`config.mk`:
```
export PLATFORM = sky130hd
export DESIGN_NAME = cph_cell
export DESIGN_NICKNAME = d
export VERILOG_FILES = /design/src/cph_pkg.sv /design/src/cph_cell.sv
export SDC_FILE = /design/constraint.sdc
export NUM_CORES = 1
export LEC_CHECK = 0
export ABC_CLOCK_PERIOD_IN_PS = 800
export BUFFER_PORTS_ARGS = -buffer_cell sky130_fd_sc_hd__buf_2
export CORE_UTILIZATION = 52
export DETAILED_ROUTE_END_ITERATION = 8
export PLACE_DENSITY = 0.76
export SLEW_MARGIN = 0
export SYNTH_ARGS = -nofsm -noshare
export SYNTH_HDL_FRONTEND = slang
export SYNTH_SLANG_ARGS = --single-unit
```
`constraint.sdc`:
```
create_clock -name clk -period 0.8 [get_ports clk]
set_clock_uncertainty 0.05 [all_clocks]
set_input_delay 0.08 -clock clk [delete_from_list [all_inputs] [get_ports clk]]
set_output_delay 0.08 -clock clk [all_outputs]
set_load 0.1 [all_outputs]
```
`src/cph_pkg.sv`:
```
// shared constants, types and the arctangent table of the cartesian to polar converter
package cph_pkg;

	localparam int COORD_WIDTH = 16;
	localparam int ANGLE_STEPS = 16;
	localparam int TABLE_LEN   = 24;
	localparam int PRESCALE_SH = 24;

	localparam int RADIUS_W  = 16;
	localparam int HEADING_W = 17;

	localparam int UV_W       = COORD_WIDTH + PRESCALE_SH + 3;
	localparam int Z_W        = 32;
	localparam int ZR_SH      = 16;
	localparam int SQ_W       = 2 * COORD_WIDTH;
	localparam int ROOT_W     = COORD_WIDTH;
	localparam int REM_W      = COORD_WIDTH + 3;
	localparam int SQRT_STEPS = COORD_WIDTH;
	localparam int NUM_CELLS  = (ANGLE_STEPS > SQRT_STEPS) ? ANGLE_STEPS : SQRT_STEPS;
	localparam int STEP_W     = $clog2(NUM_CELLS);
	localparam int TAB_W      = $clog2(TABLE_LEN);

	localparam logic signed [Z_W-1:0] Z_QUARTER  = 32'sh4000_0000;
	localparam logic signed [Z_W-1:0] Z_HALF_LSB = 32'sd32768;

	localparam logic signed [HEADING_W-1:0] HALF_TURN    = 17'sd32768;
	localparam logic signed [HEADING_W-1:0] QUARTER_TURN = 17'sd16384;
	localparam logic signed [HEADING_W-1:0] ZERO_TURN    = 17'sd0;

	typedef logic [2:0] hd_sel_t;

	localparam hd_sel_t HD_CORDIC = 3'd0;
	localparam hd_sel_t HD_UP     = 3'd1;
	localparam hd_sel_t HD_DOWN   = 3'd2;
	localparam hd_sel_t HD_RIGHT  = 3'd3;
	localparam hd_sel_t HD_LEFT   = 3'd4;

	typedef struct packed {
		hd_sel_t sel;
		logic    half;
		logic    neg;
	} cph_ctl_t;

	typedef struct packed {
		logic signed [UV_W-1:0] u;
		logic signed [UV_W-1:0] v;
		logic signed [Z_W-1:0]  z;
		logic [SQ_W-1:0]        sq;
		logic [REM_W-1:0]       rem;
		logic [ROOT_W-1:0]      root;
		cph_ctl_t               ctl;
	} cph_cell_t;

	// atan(2^-i) in 2^-32 turn
	function automatic logic [Z_W-1:0] atan_lut(input logic [TAB_W-1:0] idx);
		logic [Z_W-1:0] val;
		case (idx)
			5'd0:    val = 32'h2000_0000;
			5'd1:    val = 32'h12E4_051D;
			5'd2:    val = 32'h09FB_385B;
			5'd3:    val = 32'h0511_11D4;
			5'd4:    val = 32'h028B_0D43;
			5'd5:    val = 32'h0145_D7E1;
			5'd6:    val = 32'h00A2_F61E;
			5'd7:    val = 32'h0051_7C55;
			5'd8:    val = 32'h0028_BE53;
			5'd9:    val = 32'h0014_5F2E;
			5'd10:   val = 32'h000A_2F98;
			5'd11:   val = 32'h0005_17CC;
			5'd12:   val = 32'h0002_8BE6;
			5'd13:   val = 32'h0001_45F3;
			5'd14:   val = 32'h0000_A2F9;
			5'd15:   val = 32'h0000_517C;
			5'd16:   val = 32'h0000_28BE;
			5'd17:   val = 32'h0000_145F;
			5'd18:   val = 32'h0000_0A2F;
			5'd19:   val = 32'h0000_0517;
			5'd20:   val = 32'h0000_028B;
			5'd21:   val = 32'h0000_0145;
			5'd22:   val = 32'h0000_00A2;
			5'd23:   val = 32'h0000_0051;
			default: val = '0;
		endcase
		return val;
	endfunction

endpackage

```
`src/cph_cell.sv`:
```
// one cordic vectoring step and one square root digit step
module cph_cell import cph_pkg::*; (
	input  logic              clk,
	input  logic              arst_n,
	input  logic              en,
	input  logic [STEP_W-1:0] step,
	input  logic              src_valid,
	input  cph_cell_t         src,
	output logic              dst_valid,
	output cph_cell_t         dst
);

	cph_cell_t              nxt;
	logic signed [UV_W-1:0] du, dv;
	logic [Z_W-1:0]         ang;
	logic [REM_W-1:0]       rem_sh, trial;

	always_comb begin
		nxt    = src;
		du     = src.v >>> step;
		dv     = src.u >>> step;
		ang    = atan_lut(TAB_W'(step));
		rem_sh = REM_W'({src.rem, src.sq[SQ_W-1 -: 2]});
		trial  = REM_W'({src.root, 2'b01});

		if (int'(step) < ANGLE_STEPS) begin
			if (!src.v[UV_W-1]) begin
				nxt.u = src.u + du;
				nxt.v = src.v - dv;
				nxt.z = src.z + $signed(ang);
			end else begin
				nxt.u = src.u - du;
				nxt.v = src.v + dv;
				nxt.z = src.z - $signed(ang);
			end
		end

		if (int'(step) < SQRT_STEPS) begin
			nxt.sq = {src.sq[SQ_W-3:0], 2'b00};
			if (rem_sh >= trial) begin
				nxt.rem  = rem_sh - trial;
				nxt.root = {src.root[ROOT_W-2:0], 1'b1};
			end else begin
				nxt.rem  = rem_sh;
				nxt.root = {src.root[ROOT_W-2:0], 1'b0};
			end
		end
	end

	always_ff @(posedge clk or negedge arst_n) begin
		if (!arst_n) begin
			dst_valid <= 1'b0;
		end else if (en) begin
			dst_valid <= src_valid;
		end
	end

	always_ff @(posedge clk) begin
		if (en) begin
			dst <= nxt;
		end
	end

endmodule

```
==> flow_metrics.tcl, run 1 <==
set metrics [dict create \
    run_status "stopped before the end" \
    failing_step "5_1_grt" \
    error_message "[ERROR GRT-0116] Global routing finished with congestion. Check the congestion regions in the DRC Viewer." \
    grt_max_degree 55 \
    post_synth_edffs 188 \
    post_synth_num_cell_types 99 \
    cts.sink_count 189 \
    grt_usage 0.7402 \
    yosys_most_used_dff "sky130_fd_sc_hd__edfxtp_1" \
    cts_made_buffers 17 \
    synthCells 2143 \
    htreeDepth 4 \
    syn_area_per_cell_sq_um 9.472 \
    synth_most_common_cell "sky130_fd_sc_hd__nand2_1" \
    detailedPlacementHpwl_microns 67830 \
    horizontal_die_dimension_microns 199.6 \
    syn_area_sq_um 20300 \
    grt_pass1_vias 32340 \
    seq_area_frac_synth 0.2793 \
    global_route.overflow_total 39 \
    core.rowCount 72 \
    synth_top_area_frac 0.2781 \
    synthesis.yosys.warnings 0 \
    floorplan.initialDensity 0.5265 \
    die_height_microns 199.6 \
    gp_congestion 1.054 \
    largest_cells_by_area_after_synthesis "sky130_fd_sc_hd__edfxtp_1 28%, sky130_fd_sc_hd__mux4_2 10%, sky130_fd_sc_hd__ha_1 9.3%" \
    ctsRootBufferMaster "sky130_fd_sc_hd__clkbuf_16" \
    ctsLongestPathBuffers 2 \
    synthesis_stage_register_bit_count 189 \
    port-buffer-count 384 \
    synth_common_cells "207 x sky130_fd_sc_hd__nand2_1, 190 x sky130_fd_sc_hd__a21oi_1, 188 x sky130_fd_sc_hd__edfxtp_1, 156 x sky130_fd_sc_hd__nor2_1, 151 x sky130_fd_sc_hd__ha_1" \
    asyncSetResetFlopFracSynth 0.005291 \
    num_io_pins 389 \
    grt_pass1_wl_microns 214600 \
    synth.largest_area_cell "sky130_fd_sc_hd__edfxtp_1" \
]
-- what timing repair did --
| action | 4_1_cts |
|---|---|
| hold endpoints to repair | 71 |
| endpoints found under the setup margin | 328 |
| gates cloned | 2 |
| pin swaps | 140 |
| hold buffers | 68 |
| resized for setup | 253 |
| buffers inserted | 77 |
-- per-stage QoR --
| stage | hold WS (ns) | cell area, sq um | instances | worst slack (ns) | util |
|---|---|---|---|---|---|
| after floorplan | -0.2656 | 20960 | 2144 | -4.292 | - |
| after global placement | -0.1902 | 31810 | 3761 | -4.472 | 0.8249 |
| after detailed placement | -0.1925 | 31810 | 3761 | -4.796 | 0.8249 |
| after CTS | -0.05827 | 34760 | 3935 | -4.069 | 0.9015 |
-- cells by family after synthesis --
group / Yosys count / synth area share
and+or+nand+nor: 609 / 0.1444
AOI/OAI and AO/OA: 597 / 0.1869
xor gates and xnor gates: 220 / 0.09492
buffers and inverters: 184 / 0.04136
other: 1 / 0.0001847
adders and majority gates: 154 / 0.09603
DFF: 189 / 0.2793
muxes: 189 / 0.1569
-- layer usage --
metal	GRT overflow	GRT usage
met1	0	0.7457
met4	20	0.6966
met5	0	0.3321
met2	17	0.8999
met3	2	0.6020
==> run 2, diff against run 1 <==
Settings changed: ABC_CLOCK_PERIOD_IN_PS 800 to 1050, CORE_UTILIZATION 52 to 40, PLACE_DENSITY 0.76 to not set, PLACE_DENSITY_LB_ADDON set to 0.15.
Clock period 0.8 ns to 1.05 ns, I/O delays scaled along.
==> flow_metrics.tcl, run 2 <==
set metrics [dict create \
    run_status "complete, but fails checks" \
    violations "negative hold slack, negative setup slack" \
    leakagePower_nw 16.92 \
    instance_area_after_placement_sq_um 32620 \
    timing.final.crit_share 4.456 \
    top_register "dst" \
    drv_slew 0 \
    ctsLongestPathBuffers 2 \
    biggestRegsByFlops "dst: 188 flops, dst_valid: 1 flops" \
    first_pass_iters 6 \
    max_slew.worst_pin.slew_ns 0.6082 \
    cap_violations 0 \
    cts.sink_count 189 \
    post_route_cells_drive_above_1_share 0.5596 \
    mostFrequentLayoutCell "sky130_fd_sc_hd__buf_4" \
    synth_top_area_frac 0.2781 \
    max_ir_drop_vdd_mv 1.618 \
    worstSetupEndpointType "flop" \
    timing.critical_path.required_ns 1.27 \
    synthCells 2143 \
    floorplan.core_area_sq_um 50070 \
    timing_hold_violations_final 1 \
    power_density_nw_per_um2 1681 \
    mostFrequentLayoutCells "904 x sky130_fd_sc_hd__buf_4, 213 x sky130_fd_sc_hd__buf_12, 189 x sky130_fd_sc_hd__buf_2" \
    post-route-min-period_ns 4.679 \
    finalCoreUtilization 0.7534 \
    syn_area_sq_um 20300 \
    die_height_microns 227.3 \
    critPathKind "in -> reg" \
    holdPathStages 2 \
    timing.hold.worst_endpoint "dst[104]" \
    number_of_flip_flops_under_the_largest_register_name 188 \
    core.rowCount 82 \
    global_route.overflow_total 0 \
    synth_most_common_cell "sky130_fd_sc_hd__nand2_1" \
    drt_drc_violations_left 0 \
    grt_pass1_vias 22980 \
    reg2reg_slack_ns 0.21 \
    seq_area_frac_synth 0.2793 \
    avgRoutedWirePerCell_microns 20.55 \
    asyncSetResetFlopFracSynth 0.005291 \
    clock_insertion_delay_worst_skew_ns 0.51 \
    yosys_most_used_dff "sky130_fd_sc_hd__edfxtp_1" \
    hold_path_class "in -> reg" \
    largest_stage_delay_on_the_critical_path_ns 0.55 \
    cts_made_buffers 17 \
    floorplan.initialDensity 0.4054 \
    gp_congestion 0.9424 \
    route.detailed.vias_per_inst 5.512 \
    grt_usage 0.3153 \
    synthesis_stage_register_bit_count 189 \
    horizontal_die_dimension_microns 227.3 \
    post_synth_num_cell_types 99 \
    totalWireLength_microns 87100 \
    cts_tree "built" \
    num_io_pins 389 \
    ant_nets 0 \
    ctsRootBufferMaster "sky130_fd_sc_hd__clkbuf_16" \
    setup.worst_path.start_class "primary input" \
    syn_area_per_cell_sq_um 9.472 \
    grt_pass1_wl_microns 125700 \
    holdWs_ns -0.1079 \
    synth.largest_area_cell "sky130_fd_sc_hd__edfxtp_1" \
    grt_max_degree 54 \
    fmax_mhz 213.7 \
    hold_path_startpoint "src[104]" \
    area.growth.synth_to_final_pct 85.82 \
    largest_cells_by_area_after_synthesis "sky130_fd_sc_hd__edfxtp_1 28%, sky130_fd_sc_hd__mux4_2 10%, sky130_fd_sc_hd__ha_1 9.3%" \
    cts.clk_slew.worst_paths_ns 0.10 \
    worstPathCellList "buf_16 > buf_12 > mux4_2 > or2_0 > mux4_2 > inv_2 > nand2_2 > nor3b_2 > buf_4 > and2_4 > nor2_1 > xnor2_1 > ha_1 > nand3_2 > nor3_2 > o2111ai_2 > a31o_2 > o21a_1 > a31o_4 > buf_6 > o21ba_4 > o21bai_4 > a221oi_2 > xnor2_1" \
    antenna_found_initial 16 \
    critical_path.top_delay_family "compound AO/OA/AOI/OAI gates" \
    detailedPlacementHpwl_microns 63690 \
    r2r_start "dst_valid" \
    synthesis.yosys.warnings 0 \
    synth_common_cells "207 x sky130_fd_sc_hd__nand2_1, 190 x sky130_fd_sc_hd__a21oi_1, 188 x sky130_fd_sc_hd__edfxtp_1, 156 x sky130_fd_sc_hd__nor2_1, 151 x sky130_fd_sc_hd__ha_1" \
    worst-path-buf-inv 5 \
    port-buffer-count 384 \
    arrival_ns 4.90 \
    regToRegEndpoint "dst_valid" \
    die_area_sq_um 51650 \
    setup_violations 344 \
    design_area_sq_um 37720 \
    post_cts_hold_buffer_count 72 \
    slowest_stage "sky130_fd_sc_hd__mux4_2" \
    unrepaired_setup_endpoints_after_global_routing "yes" \
    timing.max_slew.rel_slack 0.5902 \
    worstRegToRegCells 1 \
    dr.first_iter.drc_count 1837 \
    design.final.nets 3899 \
    post_synth_edffs 188 \
    vias 23360 \
    cp_max_fo 7 \
    htreeDepth 4 \
    worst_slack_ns -3.629 \
]
==> run 2: cells by family after synthesis <==
logic type / count (synthesis) / synth area share
AO/OA/AOI/OAI: 597 / 0.1869
XOR/XNOR: 220 / 0.09492
adder cells (fa/ha/maj): 154 / 0.09603
buffers and inverters: 184 / 0.04136
flip-flops: 189 / 0.2793
multiplexers: 189 / 0.1569
other: 1 / 0.0001847
AND/OR/NAND/NOR: 609 / 0.1444
==> run 2: worst max-delay path by stage <==
stage                        from  endpoint  slack, ns  depth (start not counted)
after CTS                 step[0]  dst[145]      -3.45                         20
after global placement    step[0]  dst[179]      -4.37                         25
after floorplan           step[0]  dst[188]      -4.07                         26
after detailed placement  step[0]  dst[145]      -4.46                         22
after global routing      step[0]  dst[141]      -3.78                         24
final                     step[0]  dst[141]      -3.63                         24
==> run 2: what timing repair did <==
| item | in CTS | in global routing |
|---|---|---|
| endpoints found under the hold margin | 73 | 1 |
| pin swaps | 173 | 187 |
| buffers inserted | 65 | 99 |
| resized for setup | 269 | 302 |
| setup endpoints to repair | 327 | 336 |
| cloned | 2 | 3 |
==> run 2: cell type report <==
type                    instances  area (sq um)
diodes                          7         17.52
clock inverters                15         222.7
well taps                     672         840.8
repair buffers               1485         14060
clock buffers                  17         425.4
flip-flops and latches        189          5670
fillers                      3381         12350
inverters                      83         329.1
multi-input cells            1771         16150
==> run 2: stage by stage <==
stage | setup WS (ns) | setup TNS (ns) | total power [W] | cells
global route | -3.785 | -413.12 | 0.06578 | 4239
finish | -3.629 | -391.11 | 0.06341 | 4239
floorplan | -4.067 | -392.04 | 0.03355 | 2144
global placement | -4.374 | -442.94 | 0.04987 | 3979
detailed placement | -4.459 | -449.93 | 0.05027 | 3979
CTS | -3.450 | -374.93 | 0.06002 | 4145
==> run 2: per-layer routing <==
layer / vias to the layer above / track usage / part of all wire
met5: - / 0 / 0.0012
met4: 18 / 0.1069 / 0.032
met3: 179 / 0.05795 / 0.072
met2: 961 / 0.5170 / 0.48
met1: 11340 / 0.4168 / 0.42
li1: 10860 / - / -
==> run 2: power by group <==
group	switching (W)	internal (W)
Sequential	0.00130	0.0106
Clock	0.00409	0.00339
Combinational	0.0245	0.0195
No activity file was read; power rests on OpenSTA's default activity.
