<file path="src/cph_pkg.sv">
// shared constants, types and the arctangent table of the cartesian to polar converter
package cph_pkg;

	localparam int COORD_WIDTH = 16;
	localparam int ANGLE_STEPS = 16;
	localparam int TABLE_LEN   = 24;
	localparam int PRESCALE_SH = 24;

	localparam int RADIUS_W  = 16;
	localparam int HEADING_W = 17;

	localparam int UV_W       = COORD_WIDTH + PRESCALE_SH + 3;
	localparam int Z_W        = 32;
	localparam int ZR_SH      = 16;
	localparam int SQ_W       = 2 * COORD_WIDTH;
	localparam int ROOT_W     = COORD_WIDTH;
	localparam int REM_W      = COORD_WIDTH + 3;
	localparam int SQRT_STEPS = COORD_WIDTH;
	localparam int NUM_CELLS  = (ANGLE_STEPS > SQRT_STEPS) ? ANGLE_STEPS : SQRT_STEPS;
	localparam int STEP_W     = $clog2(NUM_CELLS);
	localparam int TAB_W      = $clog2(TABLE_LEN);

	localparam logic signed [Z_W-1:0] Z_QUARTER  = 32'sh4000_0000;
	localparam logic signed [Z_W-1:0] Z_HALF_LSB = 32'sd32768;

	localparam logic signed [HEADING_W-1:0] HALF_TURN    = 17'sd32768;
	localparam logic signed [HEADING_W-1:0] QUARTER_TURN = 17'sd16384;
	localparam logic signed [HEADING_W-1:0] ZERO_TURN    = 17'sd0;

	typedef logic [2:0] hd_sel_t;

	localparam hd_sel_t HD_CORDIC = 3'd0;
	localparam hd_sel_t HD_UP     = 3'd1;
	localparam hd_sel_t HD_DOWN   = 3'd2;
	localparam hd_sel_t HD_RIGHT  = 3'd3;
	localparam hd_sel_t HD_LEFT   = 3'd4;

	typedef struct packed {
		hd_sel_t sel;
		logic    half;
		logic    neg;
	} cph_ctl_t;

	typedef struct packed {
		logic signed [UV_W-1:0] u;
		logic signed [UV_W-1:0] v;
		logic signed [Z_W-1:0]  z;
		logic [SQ_W-1:0]        sq;
		logic [REM_W-1:0]       rem;
		logic [ROOT_W-1:0]      root;
		cph_ctl_t               ctl;
	} cph_cell_t;

	// atan(2^-i) in 2^-32 turn
	function automatic logic [Z_W-1:0] atan_lut(input logic [TAB_W-1:0] idx);
		logic [Z_W-1:0] val;
		case (idx)
			5'd0:    val = 32'h2000_0000;
			5'd1:    val = 32'h12E4_051D;
			5'd2:    val = 32'h09FB_385B;
			5'd3:    val = 32'h0511_11D4;
			5'd4:    val = 32'h028B_0D43;
			5'd5:    val = 32'h0145_D7E1;
			5'd6:    val = 32'h00A2_F61E;
			5'd7:    val = 32'h0051_7C55;
			5'd8:    val = 32'h0028_BE53;
			5'd9:    val = 32'h0014_5F2E;
			5'd10:   val = 32'h000A_2F98;
			5'd11:   val = 32'h0005_17CC;
			5'd12:   val = 32'h0002_8BE6;
			5'd13:   val = 32'h0001_45F3;
			5'd14:   val = 32'h0000_A2F9;
			5'd15:   val = 32'h0000_517C;
			5'd16:   val = 32'h0000_28BE;
			5'd17:   val = 32'h0000_145F;
			5'd18:   val = 32'h0000_0A2F;
			5'd19:   val = 32'h0000_0517;
			5'd20:   val = 32'h0000_028B;
			5'd21:   val = 32'h0000_0145;
			5'd22:   val = 32'h0000_00A2;
			5'd23:   val = 32'h0000_0051;
			default: val = '0;
		endcase
		return val;
	endfunction

endpackage

</file>
<file path="src/cph_if.sv">


interface cph_polar_if import cph_pkg::*; ();
	logic                        valid;
	logic                        ready;
	logic [RADIUS_W-1:0]         radius;
	logic signed [HEADING_W-1:0] heading;

	modport source(output valid, output radius, output heading, input ready);
	modport sink(input valid, input radius, input heading, output ready);
endinterface

</file>
<file path="src/cph_out.sv">
// final rounding, heading assembly, output register and skid buffer
module cph_out import cph_pkg::*; (
	input  logic        clk,
	input  logic        arst_n,
	input  logic        valid,
	input  cph_cell_t   stage,
	output logic        en,
	cph_polar_if.source polar
);

	logic [ROOT_W:0]             root_rnd;
	logic [RADIUS_W-1:0]         radius_d;
	logic signed [Z_W-1:0]       zc, zr;
	logic [Z_W-ZR_SH-1:0]        ang;
	logic signed [HEADING_W-1:0] ang_s, term, base, heading_d;

	logic                        out_valid_q, skid_full_q;
	logic [RADIUS_W-1:0]         radius_q, radius_skid_q;
	logic signed [HEADING_W-1:0] heading_q, heading_skid_q;

	always_comb begin
		root_rnd = {1'b0, stage.root} + (ROOT_W + 1)'(stage.rem > REM_W'(stage.root));
		radius_d = RADIUS_W'(root_rnd);

		if (stage.z[Z_W-1]) begin
			zc = '0;
		end else if (stage.z > Z_QUARTER) begin
			zc = Z_QUARTER;
		end else begin
			zc = stage.z;
		end
		zr    = zc + Z_HALF_LSB;
		ang   = zr[Z_W-1:ZR_SH];
		ang_s = $signed(HEADING_W'(ang));
		term  = stage.ctl.neg ? -ang_s : ang_s;
		base  = stage.ctl.half ? HALF_TURN : ZERO_TURN;

		case (stage.ctl.sel)
			HD_UP:    heading_d = ZERO_TURN;
			HD_DOWN:  heading_d = HALF_TURN;
			HD_RIGHT: heading_d = QUARTER_TURN;
			HD_LEFT:  heading_d = -QUARTER_TURN;
			default:  heading_d = base + term;
		endcase
	end

	assign en = !skid_full_q;

	always_ff @(posedge clk or negedge arst_n) begin
		if (!arst_n) begin
			out_valid_q <= 1'b0;
			skid_full_q <= 1'b0;
		end else if (skid_full_q) begin
			if (polar.ready) begin
				skid_full_q <= 1'b0;
			end
		end else if (valid) begin
			if (out_valid_q && !polar.ready) begin
				skid_full_q <= 1'b1;
			end else begin
				out_valid_q <= 1'b1;
			end
		end else if (polar.ready) begin
			out_valid_q <= 1'b0;
		end
	end

	always_ff @(posedge clk) begin
		if (skid_full_q) begin
			if (polar.ready) begin
				radius_q  <= radius_skid_q;
				heading_q <= heading_skid_q;
			end
		end else if (valid) begin
			if (out_valid_q && !polar.ready) begin
				radius_skid_q  <= radius_d;
				heading_skid_q <= heading_d;
			end else begin
				radius_q  <= radius_d;
				heading_q <= heading_d;
			end
		end
	end

	assign polar.valid   = out_valid_q;
	assign polar.radius  = radius_q;
	assign polar.heading = heading_q;

endmodule

</file>
<file path="src/flat_wrapper.sv">
// flat-port wrapper written by rule: the top's interface ports become plain ports
module cph_out_flat import cph_pkg::*;
  (clk, arst_n, valid, stage, en, polar_valid, polar_radius, polar_heading, polar_ready);
  cph_polar_if polar_i ();
  input  logic clk;
  input  logic arst_n;
  input  logic valid;
  input  cph_cell_t stage;
  output logic en;
  output wire logic [$bits(polar_i.valid)-1:0] polar_valid;
  output wire logic [$bits(polar_i.radius)-1:0] polar_radius;
  output wire logic [$bits(polar_i.heading)-1:0] polar_heading;
  input wire logic [$bits(polar_i.ready)-1:0] polar_ready;
  assign polar_valid = polar_i.valid;
  assign polar_radius = polar_i.radius;
  assign polar_heading = polar_i.heading;
  assign polar_i.ready = polar_ready;
  cph_out u_core (.clk(clk), .arst_n(arst_n), .valid(valid), .stage(stage), .en(en), .polar(polar_i));
endmodule
</file>
<file path="config.mk">
export PLATFORM = sky130hd
export DESIGN_NAME = cph_out_flat
export DESIGN_NICKNAME = d
export VERILOG_FILES = /design/src/cph_pkg.sv /design/src/cph_if.sv /design/src/cph_out.sv /design/src/flat_wrapper.sv
export SDC_FILE = /design/constraint.sdc
export NUM_CORES = 1
export LEC_CHECK = 0
export ABC_AREA = 1
export CAP_MARGIN = 5
export CORE_AREA = 5 5 122 182
export CTS_CLUSTER_DIAMETER = 50
export DETAILED_ROUTE_END_ITERATION = 8
export DIE_AREA = 0 0 127 187
export DONT_BUFFER_PORTS = 1
export REMOVE_ABC_BUFFERS = 1
export SLEW_MARGIN = 40
export SYNTH_ARGS = -nofsm -noshare
export SYNTH_HDL_FRONTEND = slang
export SYNTH_SLANG_ARGS = --single-unit
</file>
<file path="constraint.sdc">
create_clock -name clk -period 4.7 [get_ports clk]
set_clock_uncertainty 0.1 [all_clocks]
set_input_delay 0.235 -clock clk [delete_from_list [all_inputs] [get_ports clk]]
set_output_delay 0.235 -clock clk [all_outputs]
set_load 0.01 [all_outputs]
</file>
==> summary.md, run 1 <==
The die covers 0.0237 mm^2. Setup repair after global routing left no endpoint under its margin. After clock tree synthesis, the setup repair step added 0 buffers. In this run the power density over the cells is 348 mW/mm^2. The critical path class was in2reg.

The flow ran to the end, and the final reports show no timing, DRC or antenna violations. The worst setup path is launched from a primary input. The run gives 39 as the number of unique standard cell types used by synthesis.

The part of the cycle the worst path needs is 78.8%. The number of gates resized after CTS was 0. For the final worst slack, the log shows 0.997 ns. In this run the horizontal extent of the chip is 127 um. After detailed routing, the average wire length per cell comes to 13.0 um.

Prior to clock tree synthesis, the placed netlist has a worst setup slack of 0.586 ns. Yosys attributes the largest share of cell area to sky130_fd_sc_hd__edfxtp_1, sky130_fd_sc_hd__nand2_1, sky130_fd_sc_hd__inv_1. In this run the worst setup path begins at stage[11]. Each instance of the synthesized netlist takes up on average 7.77 um^2.

After routing the design area is 0.00532 mm^2. The total overflow left after global routing is 0. Fmax: 270 MHz. Total global routing track utilization: 9.57%. Summing all placed instances gives a cell area of 0.00497 mm^2.

The count of nets left with antenna violations once routing finished came out at 0. Post-synthesis cell type with the largest combined area: sky130_fd_sc_hd__edfxtp_1. Summed over all cells, the static leakage comes to 2.40 nW. Detailed placement ended at an HPWL of 9280 um. VDD sags by at most 0.000150 V. The synthesized instance count was 593.

The placement row count is 64, and the required time of the worst setup path is 4.69 ns. The initial cell density of the core was 22.7%; the total chip power was 1.85 mW. In this run the critical register-to-register path is launched from u_core.skid_full_q$_DFF_PN0_. The number of global-route vias before repair was 3486.

The worst setup path is captured at a flop. The area added between synthesis and finish came out at 15.4%. The total CTS buffers came out at 9. TritonCTS built the clock tree. For the pin with the worst max-slew slack, the measured transition is 0.581 ns. Class of the most critical hold timing path: in2async. After synthesis, the largest area contributor takes up 43.0% of total cell area. The final layout contains routed wiring with a total length of 11300 um. The count of buffers added on input and output ports is 0. The first routing iteration left 201 violations. The post-synthesis instance area was 0.00461 mm^2. The run gives 0 as the final count of negative-setup-slack endpoints. Routability-driven placement finished with a final weighted congestion of 0.789. Using the TritonRoute via totals, the vias-per-cell ratio works out to 4.21. Counting along the longest clock path gives a buffer depth of 2.

Clock-pin slew was measured on the worst setup and hold paths at 0.06 ns. Pin placement for this block handled 229 I/O pins. Cells with a size suffix above 1 make up 9.26% of the layout. The run gives 0 as the Yosys warning count. The leading cell type in the layout, fill and taps excluded was sky130_fd_sc_hd__nand2_1. The first-pass GRT wire length was 18000 um. The logs give 41 for the pin count of the biggest net entering global routing and 0 for the post-route DRC violation count. Area of the core: 0.0203 mm^2.

The number of nets in the finished design was 815. For the total iterations of the first detailed-routing run, the log shows 5. The relative slew slack is 61.2%. The clock latency of the later-clocked register in the worst-skew pair is 0.33 ns, and the largest driver fanout on the critical path is 4. In the layout the commonest cells are sky130_fd_sc_hd__nand2_1, sky130_fd_sc_hd__inv_1, sky130_fd_sc_hd__edfxtp_1. For the number of antenna violations at the first check in global routing, the log shows 0.

From bottom edge to top edge, the die measures 187 um. The tool flagged a number of max-cap violations equal to 0. The post-synthesis register bit count was 68; the number of levels in the clock H-tree was 3. The run gives 0 as the number of antenna diodes. Sequential cells were found to cover 44.1% of the synthesized design area. The root buffer cell was sky130_fd_sc_hd__clkbuf_16. The tools report the count of non-filler cells in the finished layout as 869. The vias after detailed routing is 3658. The number of failing hold endpoints at the final stage is 0, and the number of pins with negative max-slew slack in the final report is 0. In the final timing run, aggregate negative setup slack is 0 ns. After detailed placement, the design holds a cell count of 851. The fill cell instance count of the final layout came out at 2203. Counting every sink on the clock net gives 68. After layout, the minimum clock period comes to 3.70 ns.

The data arrival time of the critical path is 3.69 ns.
cells in the mapped netlist, drive strengths merged:
library cell	n
nor2	74
a21oi	16
o21bai	2
clkbuf	6
a221oi	1
xor2	14
a31oi	1
nor3	5
nand3b	2
o21ai	20
o211ai	4
nand4	13
buf	6
a211oi	1
nand3	41
ha	21
or2	1
nor4	1
nand2	207
o22ai	2
edfxtp	66
inv	86
and3	1
dfrtp	2
cells by family (layout without fill, tap and decap cells):
kind of cell	after synthesis	count (layout)	share of synthesized area, %
xor gates and xnor gates	14	14	2.66
adders and majority gates	21	21	5.70
and+or+nand+nor	345	345	33.3
AOI/OAI and AO/OA	47	47	5.81
buffers and inverters	98	110	8.39
DFF	68	68	44.1
layer usage:
layer	GRT usage [%]	up-vias	share of wire [%]	wire (um)
li1	-	1933	-	-
met1	11.0	1607	40	4500
met2	17.2	107	52	5940
met3	2.29	11	6.4	723
met4	3.06	0	1.4	164
met5	0	-	0	0
registers in the layout, summed over array words and instances, names as in the netlist:
register and cells:
u_core.radius_skid_q 16, u_core.skid_full_q 1, u_core.polar.valid 1, u_core.polar.radius 16, u_core.polar.heading 17, u_core.heading_skid_q 17
worst max-delay path, cell delays in order:
cell and delay [ns]:
sky130_fd_sc_hd__inv_1 0.02, sky130_fd_sc_hd__ha_1 0.32, sky130_fd_sc_hd__nand2_1 0.07, sky130_fd_sc_hd__inv_1 0.08
sky130_fd_sc_hd__nand3_1 0.08, sky130_fd_sc_hd__o211ai_1 0.26, sky130_fd_sc_hd__nand2_1 0.08, sky130_fd_sc_hd__o211ai_1 0.12
sky130_fd_sc_hd__nand2_1 0.08, sky130_fd_sc_hd__o211ai_1 0.09, sky130_fd_sc_hd__a21oi_1 0.09, sky130_fd_sc_hd__a31oi_1 0.19
sky130_fd_sc_hd__nor3_1 0.09, sky130_fd_sc_hd__inv_1 0.08, sky130_fd_sc_hd__ha_1 0.16, sky130_fd_sc_hd__nand3_1 0.12
sky130_fd_sc_hd__nor2_1 0.17, sky130_fd_sc_hd__nand3_1 0.17, sky130_fd_sc_hd__nor3_1 0.27, sky130_fd_sc_hd__nand2_1 0.15
sky130_fd_sc_hd__nor3_1 0.33, sky130_fd_sc_hd__nand3_1 0.14, sky130_fd_sc_hd__xor2_1 0.19, sky130_fd_sc_hd__nand2_1 0.07
sky130_fd_sc_hd__nand2_1 0.05
where the power goes:
group	leakage (nW)	switching [mW]	internal, mW	total (mW)
clock network	0.156	0.265	0.467	0.732
registers	0.650	0.0555	0.766	0.821
logic	1.59	0.199	0.100	0.300
stage by stage:
step           utilization (%)  hold WS (ns)
3_5_place_dp              24.5        -0.161
3_3_place_gp              24.2        -0.161
2_1_floorplan                -        -0.161
4_1_cts                   26.1        0.0177
6_report                  26.1        0.0352
5_1_grt                   26.1        0.0193
final cells by class:
cell class	instances	area (um^2)	area share, %
sequential	68	2030	38.2
clock inverter	7	98.8	1.86
inverter	86	323	6.07
clock buffer	9	225	4.24
tap	264	330	6.21
timing repair buffer	8	100	1.88
multi-input combinational	427	2210	41.5
worst paths after layout:
kind | slack [ns] | to | cells after the start
setup / recovery | 1.0 | u_core.polar.radius[15]$_DFFE_PP_ | 25
hold / removal | 0.04 | u_core.polar.valid$_DFFE_PN0P_ | 1
setup reg to reg | 2.28 | u_core.radius_skid_q[10]$_DFFE_PP_ | 6
hold reg to reg | 0.42 | u_core.polar.heading[7]$_DFFE_PP_ | 2
max in group asynchronous | 4.33 | u_core.skid_full_q$_DFF_PN0_ | 1
min in group clk | 0.04 | u_core.heading_skid_q[15]$_DFFE_PP_ | 2
what timing repair did:
action,in CTS,in global routing
hold buffers,2,0
hold endpoints to repair,3,0
setup endpoints to repair,0,0
No activity file was read; power rests on OpenSTA's default activity.
==> run 2: changes to the inputs <==
==> constraint.sdc (replaced) <==
create_clock -name clk -period 3.52 [get_ports clk]
set_clock_uncertainty 0.1 [all_clocks]
set_input_delay 0.176 -clock clk [delete_from_list [all_inputs] [get_ports clk]]
set_output_delay 0.176 -clock clk [all_outputs]
set_load 0.01 [all_outputs]
==> run 2 against run 1 <==
  * Via count increased by 3.2%
  * Highest routed layer unchanged
  * Total power increased by 28%
  * Wire length increased by 4.6%
  * Count of clock-buffer cells in the layout increased by 1
  * Utilization increased by 0.89 points
  * Largest cell class unchanged
  * Final cell count increased by 2.9%
  * Register-to-register slack got worse by 1.0 ns
  * Sequential power increased by 34%
  * Non-clock buffer count increased by 27
  * Clock power increased by 15%
==> summary.md, run 2 (synthesized netlist as in run 1, its figures left out) <==
The fill cell instance count of the final layout is 2172. At the end of routability-driven placement, the weighted congestion stood at 0.819. STA puts the critical path data arrival time at 3.10 ns. After floorplanning, the core was sized to cover 0.0203 mm^2.

The total global routing track utilization came out at 9.98%. The first detailed-routing pass ran for 4 iterations. In the final routed layout, each cell accounts on average for 13.3 um. After detailed routing, the number of vias per cell comes to 4.22.

The tree is rooted in a sky130_fd_sc_hd__clkbuf_16. The run finished with clean final reports. The logs give 0 for the number of antenna violations at the first check in global routing and 0.0207 ns for the worst hold slack.

The number of global-route vias before repair is 3653, and the count of buffers inserted at the top-level ports is 0. In this design, the critical path's most frequently occurring cell is sky130_fd_sc_hd__nand2_1. The combined buffer and inverter count along the critical path is 2, and the pin count of the biggest net entering global routing is 40. Clock tree synthesis found a total of 68 sinks. Wires add up to 11800 um. The x dimension of the die works out to 127 um.

The run gives 842 as the number of nets in the finished design. The tool flagged a number of max-cap violations equal to 0. In this run the power density over the cells is 431 mW/mm^2. The worst setup path is launched from a primary input. Die height: 187 um. The slowest cell on the critical path was sky130_fd_sc_hd__ha_1. The largest single stage delay on the critical path is 0.31 ns. The kind of end point of the critical path was a flop. Measured against its own limit, the worst slew margin works out to 50.2%. The top cell types in the final layout, fill and taps aside, are sky130_fd_sc_hd__nand2_1, sky130_fd_sc_hd__inv_1, sky130_fd_sc_hd__edfxtp_1. The first-pass GRT wire length is 18800 um, and the number of logic stages on the critical path including buffering is 26.

After the first detailed-routing iteration, the DRC count stood at 197. The area added between synthesis and finish was 19.3%; the number of I/O pins was 229. 0 antenna diodes ended up in the layout. The number of failing hold endpoints at the final stage was 0. After layout, the minimum clock period comes to 3.13 ns.

The logs give 9 for the total CTS buffers and 0 for the final count of negative-setup-slack endpoints. For the required time of the worst setup path, the log shows 3.50 ns. In this run the deepest clock path goes through 2 buffers. In the final layout, the share of cells above drive strength 1 is 11.1%. The cell depth of the worst min-delay path works out to 3. The setup path with the least slack is of type in2reg.

In this run the worst hold path is classified as in2reg. TritonCTS built the clock tree. The leakage component of the power was 2.50 nW. Along the worst path, the maximum fanout reaches 4.

The worst-margin pin slew was 0.747 ns; the final instance area was 0.00550 mm^2. The worst supply voltage drop on vdd was 0.000160 V; the initial cell density of the core was 22.7%. After detailed routing, the number of remaining DRC violations is 0. Detailed placement ended at an HPWL of 9590 um. In this run the number of H-tree levels came out at 3. The clock-pin slew reported for the worst setup and hold paths after clock tree synthesis works out to 0.05 ns. The number of pins with negative max-slew slack in the final report is 0. Static timing analysis puts the maximum clock frequency at 320 MHz. The part of the cycle the worst path needs came out at 88.8%. The tools report the placement row count as 64. For the vias after detailed routing, the log shows 3775. Setup repair after global routing left no endpoint under its margin.

The detail route stage leaves a number of antenna-violating nets equal to 0. Across all register-to-register paths, the minimum setup slack is 1.23 ns. The library cell used most frequently in the layout, excluding fill and tap cells, is sky130_fd_sc_hd__nand2_1. After global routing the overflow that remains totals 0.

For the clock latency of the later-clocked register in the worst-skew pair, the log shows 0.33 ns. The run gives 0.00508 mm^2 as the cell area after placement. The kind of cell with the highest combined delay along the critical path is simple AND/OR/NAND/NOR gates.

The worst register-to-register path has a depth of 4. The die covers 0.0237 mm^2.
run 2: through the flow:
stage | cells | setup WS, ns | utilization (%) | setup TNS (ns) | power (mW)
after CTS | 894 | 0.302 | 27.0 | 0 | 2.41
after global routing | 894 | 0.0348 | 27.0 | 0 | 2.51
after floorplan | 581 | -1.01 | - | -33.26 | 1.38
after global placement | 864 | 0.0540 | 24.8 | 0 | 1.52
after detailed placement | 867 | -0.0163 | 25.0 | -0.0269 | 1.54
final | 894 | 0.393 | 27.0 | 0 | 2.37
run 2: final cells by class:
type,count,area (um^2),area share [%]
repair buffers,35,318,5.78
multi-input cells,427,2220,40.4
clock inverters,4,42.5,0.774
inverters,86,323,5.87
flip-flops and latches,68,2030,37.0
clock buffers,10,229,4.16
well taps,264,330,6.01
run 2: worst register-to-register path, delay by kind of cell (launching register included):
kind | cells | cell delay, ns
buf+inv | 2 | 0.80
simple gates | 2 | 0.70
flops | 1 | 0.37
run 2: layer usage:
metal | track usage [%] | part of all wire, % | wire length, um
met5 | 0 | 0 | 0
met3 | 1.97 | 5.8 | 684
met2 | 17.8 | 52 | 6120
met4 | 3.55 | 1.7 | 206
met1 | 11.7 | 41 | 4830
run 2: path summary, 6_finish.rpt:
check,to,startpoint
max in group asynchronous,u_core.polar.valid$_DFFE_PN0P_,arst_n
min in group asynchronous,u_core.skid_full_q$_DFF_PN0_,arst_n
min reg2reg,u_core.polar.heading[2]$_DFFE_PP_,u_core.heading_skid_q[2]$_DFFE_PP_
min,u_core.heading_skid_q[15]$_DFFE_PP_,stage[2]
max reg2reg,u_core.radius_skid_q[0]$_DFFE_PP_,u_core.skid_full_q$_DFF_PN0_
max,u_core.polar.radius[14]$_DFFE_PP_,stage[7]
run 2: repair_timing:
action / in CTS / in global routing
hold buffers: 13 / 0
gates resized for setup: 0 / 3
setup endpoints to repair: 0 / 3
endpoints found under the hold margin: 12 / 0
buffers inserted: 0 / 0
run 2: report_power, final:
| part | internal [mW] | switching [mW] | leakage, nW |
|---|---|---|---|
| Clock | 0.534 | 0.309 | 0.133 |
| Sequential | 1.02 | 0.0773 | 0.650 |
| Combinational | 0.153 | 0.275 | 1.72 |
