<file path="src/cph_pkg.sv">
// shared constants, types and the arctangent table of the cartesian to polar converter
package cph_pkg;

	localparam int COORD_WIDTH = 16;
	localparam int ANGLE_STEPS = 16;
	localparam int TABLE_LEN   = 24;
	localparam int PRESCALE_SH = 24;

	localparam int RADIUS_W  = 16;
	localparam int HEADING_W = 17;

	localparam int UV_W       = COORD_WIDTH + PRESCALE_SH + 3;
	localparam int Z_W        = 32;
	localparam int ZR_SH      = 16;
	localparam int SQ_W       = 2 * COORD_WIDTH;
	localparam int ROOT_W     = COORD_WIDTH;
	localparam int REM_W      = COORD_WIDTH + 3;
	localparam int SQRT_STEPS = COORD_WIDTH;
	localparam int NUM_CELLS  = (ANGLE_STEPS > SQRT_STEPS) ? ANGLE_STEPS : SQRT_STEPS;
	localparam int STEP_W     = $clog2(NUM_CELLS);
	localparam int TAB_W      = $clog2(TABLE_LEN);

	localparam logic signed [Z_W-1:0] Z_QUARTER  = 32'sh4000_0000;
	localparam logic signed [Z_W-1:0] Z_HALF_LSB = 32'sd32768;

	localparam logic signed [HEADING_W-1:0] HALF_TURN    = 17'sd32768;
	localparam logic signed [HEADING_W-1:0] QUARTER_TURN = 17'sd16384;
	localparam logic signed [HEADING_W-1:0] ZERO_TURN    = 17'sd0;

	typedef logic [2:0] hd_sel_t;

	localparam hd_sel_t HD_CORDIC = 3'd0;
	localparam hd_sel_t HD_UP     = 3'd1;
	localparam hd_sel_t HD_DOWN   = 3'd2;
	localparam hd_sel_t HD_RIGHT  = 3'd3;
	localparam hd_sel_t HD_LEFT   = 3'd4;

	typedef struct packed {
		hd_sel_t sel;
		logic    half;
		logic    neg;
	} cph_ctl_t;

	typedef struct packed {
		logic signed [UV_W-1:0] u;
		logic signed [UV_W-1:0] v;
		logic signed [Z_W-1:0]  z;
		logic [SQ_W-1:0]        sq;
		logic [REM_W-1:0]       rem;
		logic [ROOT_W-1:0]      root;
		cph_ctl_t               ctl;
	} cph_cell_t;

	// atan(2^-i) in 2^-32 turn
	function automatic logic [Z_W-1:0] atan_lut(input logic [TAB_W-1:0] idx);
		logic [Z_W-1:0] val;
		case (idx)
			5'd0:    val = 32'h2000_0000;
			5'd1:    val = 32'h12E4_051D;
			5'd2:    val = 32'h09FB_385B;
			5'd3:    val = 32'h0511_11D4;
			5'd4:    val = 32'h028B_0D43;
			5'd5:    val = 32'h0145_D7E1;
			5'd6:    val = 32'h00A2_F61E;
			5'd7:    val = 32'h0051_7C55;
			5'd8:    val = 32'h0028_BE53;
			5'd9:    val = 32'h0014_5F2E;
			5'd10:   val = 32'h000A_2F98;
			5'd11:   val = 32'h0005_17CC;
			5'd12:   val = 32'h0002_8BE6;
			5'd13:   val = 32'h0001_45F3;
			5'd14:   val = 32'h0000_A2F9;
			5'd15:   val = 32'h0000_517C;
			5'd16:   val = 32'h0000_28BE;
			5'd17:   val = 32'h0000_145F;
			5'd18:   val = 32'h0000_0A2F;
			5'd19:   val = 32'h0000_0517;
			5'd20:   val = 32'h0000_028B;
			5'd21:   val = 32'h0000_0145;
			5'd22:   val = 32'h0000_00A2;
			5'd23:   val = 32'h0000_0051;
			default: val = '0;
		endcase
		return val;
	endfunction

endpackage

</file>
<file path="src/cph_if.sv">
// request channels of the cartesian to polar converter
interface cph_point_if import cph_pkg::*; ();
	logic                          valid;
	logic                          ready;
	logic signed [COORD_WIDTH-1:0] x_pos;
	logic signed [COORD_WIDTH-1:0] y_pos;

	modport source(output valid, output x_pos, output y_pos, input ready);
	modport sink(input valid, input x_pos, input y_pos, output ready);
endinterface


</file>
<file path="src/cph_prep.sv">
// input stages: squares, magnitudes, special case decode and cell chain seed
module cph_prep import cph_pkg::*; (
	input  logic      clk,
	input  logic      arst_n,
	input  logic      en,
	cph_point_if.sink cart,
	output logic      valid,
	output cph_cell_t stage
);

	logic signed [COORD_WIDTH:0] xe, ye;
	logic [COORD_WIDTH-1:0]      ax, ay;
	cph_ctl_t                    ctl;

	logic                   valid_s1;
	logic [SQ_W-1:0]        sqx_s1, sqy_s1;
	logic [COORD_WIDTH-1:0] ax_s1, ay_s1;
	cph_ctl_t               ctl_s1;

	logic      valid_s2;
	cph_cell_t cell_s2;

	assign cart.ready = en;

	always_comb begin
		xe = {cart.x_pos[COORD_WIDTH-1], cart.x_pos};
		ye = {cart.y_pos[COORD_WIDTH-1], cart.y_pos};
		ax = COORD_WIDTH'(xe[COORD_WIDTH] ? -xe : xe);
		ay = COORD_WIDTH'(ye[COORD_WIDTH] ? -ye : ye);
		ctl.half = cart.y_pos[COORD_WIDTH-1];
		ctl.neg  = cart.x_pos[COORD_WIDTH-1] ^ cart.y_pos[COORD_WIDTH-1];
		if (cart.x_pos == '0) begin
			ctl.sel = cart.y_pos[COORD_WIDTH-1] ? HD_DOWN : HD_UP;
		end else if (cart.y_pos == '0) begin
			ctl.sel = cart.x_pos[COORD_WIDTH-1] ? HD_LEFT : HD_RIGHT;
		end else begin
			ctl.sel = HD_CORDIC;
		end
	end

	always_ff @(posedge clk or negedge arst_n) begin
		if (!arst_n) begin
			valid_s1 <= 1'b0;
			valid_s2 <= 1'b0;
		end else if (en) begin
			valid_s1 <= cart.valid;
			valid_s2 <= valid_s1;
		end
	end

	always_ff @(posedge clk) begin
		if (en) begin
			sqx_s1 <= SQ_W'(ax) * SQ_W'(ax);
			sqy_s1 <= SQ_W'(ay) * SQ_W'(ay);
			ax_s1  <= ax;
			ay_s1  <= ay;
			ctl_s1 <= ctl;

			cell_s2.u    <= UV_W'({ay_s1, {PRESCALE_SH{1'b0}}});
			cell_s2.v    <= UV_W'({ax_s1, {PRESCALE_SH{1'b0}}});
			cell_s2.z    <= '0;
			cell_s2.sq   <= sqx_s1 + sqy_s1;
			cell_s2.rem  <= '0;
			cell_s2.root <= '0;
			cell_s2.ctl  <= ctl_s1;
		end
	end

	assign valid = valid_s2;
	assign stage = cell_s2;

endmodule

</file>
<file path="src/flat_wrapper.sv">
// flat-port wrapper written by rule: the top's interface ports become plain ports
module cph_prep_flat import cph_pkg::*;
  (clk, arst_n, en, valid, stage, cart_valid, cart_x_pos, cart_y_pos, cart_ready);
  cph_point_if cart_i ();
  input  logic clk;
  input  logic arst_n;
  input  logic en;
  output logic valid;
  output cph_cell_t stage;
  input wire logic [$bits(cart_i.valid)-1:0] cart_valid;
  input wire logic [$bits(cart_i.x_pos)-1:0] cart_x_pos;
  input wire logic [$bits(cart_i.y_pos)-1:0] cart_y_pos;
  output wire logic [$bits(cart_i.ready)-1:0] cart_ready;
  assign cart_i.valid = cart_valid;
  assign cart_i.x_pos = cart_x_pos;
  assign cart_i.y_pos = cart_y_pos;
  assign cart_ready = cart_i.ready;
  cph_prep u_core (.clk(clk), .arst_n(arst_n), .en(en), .cart(cart_i), .valid(valid), .stage(stage));
endmodule
</file>
<file path="config.mk">
export PLATFORM = sky130hd
export DESIGN_NAME = cph_prep_flat
export DESIGN_NICKNAME = d
export VERILOG_FILES = /design/src/cph_pkg.sv /design/src/cph_if.sv /design/src/cph_prep.sv /design/src/flat_wrapper.sv
export SDC_FILE = /design/constraint.sdc
export NUM_CORES = 1
export LEC_CHECK = 0
export ABC_CLOCK_PERIOD_IN_PS = 5600
export BUFFER_PORTS_ARGS = -buffer_cell sky130_fd_sc_hd__buf_2
export CORE_ASPECT_RATIO = 2
export CORE_UTILIZATION = 30
export DETAILED_ROUTE_END_ITERATION = 10
export SLEW_MARGIN = 10
export SYNTH_ARGS = -nofsm -noshare
export SYNTH_HDL_FRONTEND = slang
export SYNTH_SLANG_ARGS = --single-unit
</file>
<file path="constraint.sdc">
create_clock -name clk -period 5.6 [get_ports clk]
set_input_delay 0.56 -clock clk [delete_from_list [all_inputs] [get_ports clk]]
set_output_delay 0.56 -clock clk [all_outputs]
set_load 0.03 [all_outputs]
</file>
==> implementation parameters, run 1 <==
Parameter                              Value

GRT
  First-pass GRT wire length ... 89,000 um
  Via count of the first global-routing pass ... 17.3k
  Antenna violations before repair ... 4
  Largest net degree at the start of global routing ... approximately 120
  GRT Util Overall ... roughly 16%
  Overflow left after global routing ... 0

Placement
  DP Worst Slack ... -2.48 ns
  Placed instance area ... 0.0266 mm2
  Placed instance count ... 3,550
  Number of port buffers ... 106
  DPL Wire Length ... 48,900 um
  Gp weighted congestion ... 0.951

Setup path
  Startpoint of the worst-slack reg-to-reg timing path ... u_core.sqy_s1[3]$_DFFE_PP_
  Cell mode on critical path ... sky130_fd_sc_hd__fa_1
  Start-to-end type of the worst setup path ... input pin to register
  Arrival time of the worst setup path ... 7.24 ns
  R2R setup slack ... 2.20 ns
  WP data required ... 5.84 ns
  Kind of start point of the critical path ... input pin
  Crit path capture type ... register
  Cell count of the worst reg-to-reg path ... 10
  Reg2Reg Capture Point ... u_core.stage[65]$_DFFE_PP_
  Critical path peak fanout ... 5
  Worst stage delay on the critical path ... 0.56 ns
  Slowest stage cell on the critical path ... sky130_fd_sc_hd__fa_1

Synthesis
  Number of distinct library cell variants in the gate-level netlist after synthesis ... 71
  Flip-flop cell with the highest count after synthesis ... sky130_fd_sc_hd__edfxtp_1
  Post-synthesis async set-or-reset flop share ... 1.19%
  Warnings from Yosys ... 0
  Count of mapped cells out of synthesis ... about 2.1k
  Average cell area after synthesis ... slightly above 10 um2
  Yosys reg bits ... 168
  Cell Area, Synth ... roughly 0.022 mm2
  Sequential element share of the synthesized area ... a little under a quarter
  Number of enable-type register cells in the synthesized netlist ... ~170

Clock network
  CTS Sinks ... 168
  Cell at the root of the clock tree ... sky130_fd_sc_hd__clkbuf_16
  Clock insertion delay at the later pin of the skew report ... 0.49 ns
  Reg clk slew, reported paths ... 0.08 ns
  Buffer depth of the longest clock path ... 2
  Number of H-tree levels ... 4
  Clock buffer count from CTS ... 17
  Clock tree from TritonCTS ... done

Hold path
  Hold Crit Start ... cart_x_pos[0]
  Cell depth of the worst min-delay path ... 1
  Terminating pin of the worst hold path ... u_core.ax_s1[0]$_DFFE_PP_
  Path category of the worst min-delay check ... input pin to register

Detailed routing
  Total iterations of the first detailed-routing run ... 7
  Total number of vias ... 15.9k
  Number of DRC markers after the initial detailed-route iteration ... 459
  Via density per instance ... 4.37
  DRC violation count after routing ... 0
  WL per Instance ... 15.7 um
  WL final ... around 57,000 um
  DRT antenna net count ... 0

Run status
  Run status ... complete, but fails checks
  Failing checks ... setup timing

Cells and area
  Number of filler instances in the final layout ... 6,867
  Final cell area excluding filler cells ... 0.0289 mm2
  Final Instance Count excl. Fillers ... 3,633
  Share of post-route cells with drive strength above 1 ... ~33%
  Area added between synthesis and finish ... 33.5%
  Final core occ ... 40.7%
  Net count, final ... 3,295

Die
  Core Area ... 0.0710 mm2
  Number of placement rows ... 138
  Die outline width ... about 190 um
  Initial standard-cell utilization of the core ... 30.5%
  Total die area ... 0.0733 mm2
  Number of top-level design ports ... 228
  Die height ... 382 um

STA
  Worst clock skew ... 0.0167 ns
  Setup violations, final ... 43
  Achievable clock frequency ... about 140 MHz
  Minimum period implied by the final worst setup slack ... around 7 ns
  Headroom to the max-slew limit ... between 40% and 50%
  Crit share post-route ... 125%
  Worst Max-Slew Pin Slew ... 0.817 ns
  Final hold violation count ... 0
  Final Worst Setup Slack ... -1.40 ns
  RSZ-0062 raised after global routing ... true
  Final Max Slew Viols ... 0

Job
  Count of maximum capacitance violations ... 0
==> timing repair <==
| action | 4_1_cts | 5_1_grt |
|---|---|---|
| resized for setup | 180 | 115 |
| hold endpoints to repair | 2 | 0 |
| endpoints found under the setup margin | 45 | 47 |
| hold buffers | 1 | 0 |
| buffers inserted | 34 | 23 |
| pin swaps | 100 | 96 |
==> worst max-delay path: cells and delay by family <==
kind	cells	cell delay, ns
fa+ha+maj	8	3.49
buf+inv	7	0.53
xor+xnor	2	0.26
compound gates	7	1.27
simple gates	6	1.11
==> stage by stage <==
step	TNS (ns)	hold slack [ns]
finish	-41.84	0.284
global route	-51.02	0.262
global placement	-74.20	0.350
floorplan	-49.07	0.264
CTS	-42.14	0.255
detailed placement	-74.96	0.348
==> metal layers <==
layer / wire length [um] / global-route usage [%]
met2: 33200 / 32.7
met4: 3130 / 8.74
met5: 10 / 0
met3: 1960 / 2.22
met1: 18700 / 15.0
==> cells by family after synthesis <==
logic type / count (synthesis) / share of synthesized area (%)
XOR/XNOR: 120 / 4.93
multiplexers: 3 / 0.150
adder cells (fa/ha/maj): 552 / 43.2
buffers and inverters: 635 / 13.2
AO/OA/AOI/OAI: 235 / 6.93
AND/OR/NAND/NOR: 411 / 8.30
flip-flops: 168 / 23.3
other: 2 / 0.0347
==> state kept, by name, summed over array words and instances, names as in the netlist <==
name,count
u_core.ax_s1,16
u_core.ay_s1,16
u_core.ctl_s1,5
u_core.sqx_s1,30
u_core.sqy_s1,30
u_core.stage,69
u_core.valid,1
u_core.valid_s1,1
==> cell type report <==
class | instances | area [um2] | area share [%]
multi-input combinational | 1464 | 15900 | 55.1
sequential | 168 | 5030 | 17.4
timing repair buffer | 569 | 4330 | 15.0
inverter | 487 | 1870 | 6.46
tap | 910 | 1140 | 3.94
clock buffer | 17 | 425 | 1.47
clock inverter | 15 | 179 | 0.620
antenna | 3 | 7.51 | 0.0260
==> layout by cell type (no fill, tap or decap), types with 9 or more instances in the layout <==
cell type | Yosys | final
sky130_fd_sc_hd__nand3_1 | 12 | 9
sky130_fd_sc_hd__nor3_1 | 15 | 12
sky130_fd_sc_hd__nor2_1 | 142 | 121
sky130_fd_sc_hd__fa_2 | 0 | 15
sky130_fd_sc_hd__inv_2 | 11 | 44
sky130_fd_sc_hd__nand2_4 | 0 | 10
sky130_fd_sc_hd__nor2_2 | 0 | 12
sky130_fd_sc_hd__buf_2 | 3 | 98
sky130_fd_sc_hd__a21oi_2 | 1 | 18
sky130_fd_sc_hd__xnor2_1 | 65 | 58
sky130_fd_sc_hd__inv_1 | 470 | 430
sky130_fd_sc_hd__nand2_1 | 177 | 137
sky130_fd_sc_hd__o21ai_0 | 34 | 20
sky130_fd_sc_hd__clkbuf_16 | 0 | 17
sky130_fd_sc_hd__and2_1 | 14 | 10
sky130_fd_sc_hd__fa_1 | 326 | 311
sky130_fd_sc_hd__nand2b_1 | 11 | 9
sky130_fd_sc_hd__xor2_2 | 1 | 13
sky130_fd_sc_hd__ha_1 | 226 | 191
sky130_fd_sc_hd__ha_4 | 0 | 30
sky130_fd_sc_hd__nor2_4 | 1 | 10
sky130_fd_sc_hd__conb_1 | 2 | 143
sky130_fd_sc_hd__buf_6 | 0 | 50
sky130_fd_sc_hd__buf_4 | 122 | 410
sky130_fd_sc_hd__edfxtp_1 | 166 | 166
sky130_fd_sc_hd__o21ai_2 | 0 | 9
sky130_fd_sc_hd__nand2_2 | 0 | 30
sky130_fd_sc_hd__o21a_1 | 11 | 11
sky130_fd_sc_hd__a21oi_4 | 0 | 10
sky130_fd_sc_hd__a21oi_1 | 82 | 55
sky130_fd_sc_hd__a21o_1 | 35 | 35
sky130_fd_sc_hd__xor2_1 | 53 | 38
==> how the worst max path moves through the flow <==
stage                        from                          end  slack (ns)  cells past startpoint
finish              cart_x_pos[0]  u_core.sqx_s1[28]$_DFFE_PP_       -1.40                     30
global route        cart_x_pos[0]  u_core.sqx_s1[28]$_DFFE_PP_       -1.60                     31
CTS                 cart_y_pos[4]  u_core.sqy_s1[28]$_DFFE_PP_       -1.41                     29
detailed placement  cart_x_pos[0]  u_core.sqx_s1[28]$_DFFE_PP_       -2.48                     28
global placement    cart_x_pos[0]  u_core.sqx_s1[28]$_DFFE_PP_       -2.45                     28
floorplan           cart_x_pos[0]  u_core.sqx_s1[28]$_DFFE_PP_       -1.83                     31
==> synth_stat cells (all sizes together), types with 2 or more instances <==
master   count  area [um2]
inv        481        1810
fa         326        6530
ha         226        2830
nand2      177         664
edfxtp     166        4980
nor2       143         544
buf        127         938
a21oi       83         419
xnor2       66         586
xor2        54         480
o21ai       43         215
a21o        35         263
clkbuf      21        78.8
nor3        16        91.3
and2        14        87.6
nand3       13        77.6
o31ai       13        97.6
nand2b      11        68.8
o21a        11        82.6
a211oi       8        65.1
a31oi        6        37.5
and3         6        37.5
clkinv       6        22.5
nor2b        6        37.5
nand4        5        31.3
o211ai       5        37.5
o21bai       5        37.5
and4         4        35.0
or3          4        30.0
a2111oi      3        32.5
o31a         3        26.3
o41ai        3        33.8
or2          3        18.8
or4          3        26.3
a21boi       2        15.0
a221oi       2        17.5
conb         2        7.51
dfrtp        2        50.1
mux2         2        22.5
nand4b       2        17.5
nor4         2        12.5
o2111ai      2        17.5
o311ai       2        17.5
Power of run 1 is not shown: default switching activity piles up to over one toggle a cycle in this logic, so the estimate is an artifact.
==> run 2: changes to the inputs <==
- CAP_MARGIN: default -> 5
- MAX_ROUTING_LAYER: default -> met4
- PLACE_DENSITY_LB_ADDON: default -> 0.15
==> run 2 against run 1 <==
  * The flow still finishes with violations (setup timing)
  * Wire length grew 6.2%
  * Sequential cell count did not move
  * Sequential share of layout area decreased by 0.16 points
  * Design area increased by 0.91%
  * Register-to-register slack got worse by 0.13 ns
  * Utilization grew 0.37 points
  * Maximum frequency is 0.17% higher
  * Clock skew up 0.0023 ns
  * First-iteration DRC count up 11%
  * Critical endpoint is now u_core.sqx_s1[31]$_DFFE_PP_
  * Highest routed layer is now met4
==> implementation parameters, run 2 (synthesized netlist as in run 1, its figures left out) <==
Parameter                              Value

STA
  Crit share post-route ... 125%
  Worst Max-Slew Pin Slew ... 0.850 ns
  Worst clock skew ... ~0.019 ns
  Final hold violation count ... 0
  Headroom to the max-slew limit ... 43.3%
  Minimum period implied by the final worst setup slack ... 6.99 ns
  Final Worst Setup Slack ... -1.39 ns
  Setup violations, final ... 45
  RSZ-0062 raised after global routing ... true
  Achievable clock frequency ... 143 MHz
  Final Max Slew Viols ... 0

GRT
  Largest net degree at the start of global routing ... 137
  Antenna violations before repair ... 3
  GRT Util Overall ... between 15 and 20%
  First-pass GRT wire length ... 95,600 um
  Overflow left after global routing ... 0
  Via count of the first global-routing pass ... 17.8k

Clock network
  Reg clk slew, reported paths ... approximately 0.080 ns
  Clock tree from TritonCTS ... done
  Buffer depth of the longest clock path ... 2
  Number of H-tree levels ... 4
  Clock buffer count from CTS ... 17
  Clock insertion delay at the later pin of the skew report ... 0.49 ns
  Cell at the root of the clock tree ... sky130_fd_sc_hd__clkbuf_16
  CTS Sinks ... about 170

Detailed routing
  Number of DRC markers after the initial detailed-route iteration ... 508
  WL final ... 60,500 um
  WL per Instance ... 16.5 um
  Total iterations of the first detailed-routing run ... 5
  Total number of vias ... 16.0k
  Via density per instance ... 4.38
  DRT antenna net count ... 0
  DRC violation count after routing ... 0

Cells and area
  Most common cell after layout, fill and taps aside ... sky130_fd_sc_hd__inv_1
  Multi-input gate area ... 0.0159 mm2
  Flip-flop count of the largest register, all copies and words added ... 69
  Register cell area after layout ... ~0.0050 mm2
  Most frequent cells in the layout ... sky130_fd_sc_hd__inv_1, sky130_fd_sc_hd__buf_4, sky130_fd_sc_hd__fa_1
  Final core occ ... 41.1%
  Area added between synthesis and finish ... 34.7%
  Final cell area excluding filler cells ... 0.0291 mm2
  Share of post-route cells with drive strength above 1 ... between 30% and 40%
  Number of filler instances in the final layout ... 6,949
  Net count, final ... ~3.3k

Setup path
  Kind of start point of the critical path ... input pin
  R2R setup slack ... about 2.1 ns
  Capture point of the worst path ... u_core.sqx_s1[31]$_DFFE_PP_
  CP Launch Point ... cart_x_pos[0]
  Start-to-end type of the worst setup path ... input pin to register
  WP data required ... 5.83 ns
  Slowest stage cell on the critical path ... sky130_fd_sc_hd__fa_1
  Reg2Reg Capture Point ... u_core.stage[65]$_DFFE_PP_
  Critical path peak fanout ... 8
  Arrival time of the worst setup path ... just over 7 ns
  Critical path depth in cells ... 29
  Cell count of the worst reg-to-reg path ... 10
  Startpoint of the worst-slack reg-to-reg timing path ... u_core.sqy_s1[3]$_DFFE_PP_
  Kind of cell with the highest combined delay on the critical path ... adder cells
  Worst stage delay on the critical path ... approximately 0.55 ns
  Cell mode on critical path ... sky130_fd_sc_hd__fa_1
  Crit path capture type ... register
  Buffers & Inverters on Critical Path ... 10

Hold path
  Path category of the worst min-delay check ... input pin to register

Run status
  Run status ... complete, but fails checks
  Failing checks ... setup timing

Placement
  Gp weighted congestion ... between 0.9 and 1
  Number of port buffers ... 106
  Placed instance area ... 0.0267 mm2
  DPL Wire Length ... 51,900 um

Die
  Number of placement rows ... 138
  Die outline width ... 192 um
  Initial standard-cell utilization of the core ... about 30%
  Core Area ... a little over 0.07 mm2
  Die height ... 382 um
  Total die area ... around 0.073 mm2
  Number of top-level design ports ... 228

Job
  Count of maximum capacitance violations ... 0
## run 2: cell types whose count changed in the layout (fill, tap and decap cells not counted), sizes merged
cell | before | now
diode | 3 | 1
bufinv | 2 | 1
inv | 486 | 485
clkinv | 9 | 11
buf | 567 | 593
## run 2: repair_timing
item                                   CTS  global route
setup buffers                           45            36
hold buffers                             1             0
resized for setup                      201           114
endpoints found under the hold margin    2             0
pin swaps                              144           115
setup endpoints to repair               47            46
gates cloned                             0             0
## run 2: how the worst min path moves through the flow
stage,end,depth (start not counted),from
2_1_floorplan,u_core.valid$_DFFE_PN0P_,0,arst_n
3_3_place_gp,u_core.valid$_DFFE_PN0P_,1,arst_n
3_5_place_dp,u_core.valid$_DFFE_PN0P_,1,arst_n
4_1_cts,u_core.valid_s1$_DFFE_PN0P_,2,cart_valid
5_1_grt,u_core.valid_s1$_DFFE_PN0P_,2,cart_valid
6_report,u_core.valid_s1$_DFFE_PN0P_,2,cart_valid
## run 2: layout make-up
type                            count  area share (%)
Antenna cell                        1         0.00859
Clock buffer                       17            1.46
Clock inverter                     15           0.563
Inverter                          487            6.40
Multi-Input combinational cell   1464            54.5
Sequential cell                   168            17.3
Tap cell                          910            3.91
Timing Repair Buffer              595            15.8
## run 2: metrics by stage
| stage | hold WS [ns] | instances | worst slack, ns | TNS, ns |
|---|---|---|---|---|
| after floorplan | 0.264 | 2267 | -1.83 | -49.07 |
| after global placement | 0.346 | 3556 | -2.90 | -89.65 |
| after global routing | 0.301 | 3657 | -1.64 | -51.38 |
| final | 0.313 | 3657 | -1.39 | -42.27 |
| after CTS | 0.277 | 3630 | -1.46 | -43.92 |
| after detailed placement | 0.347 | 3556 | -2.92 | -89.74 |
## run 2: routing by layer
metal | vias to the layer above | share of wire, % | GRT usage [%]
met5 | - | 0 | -
met4 | 0 | 4.8 | 8.64
met3 | 90 | 2.4 | 1.81
met2 | 327 | 58 | 34.6
met1 | 7984 | 35 | 17.5
li1 | 7633 | - | -
Power of run 2 is left out for the same reason.
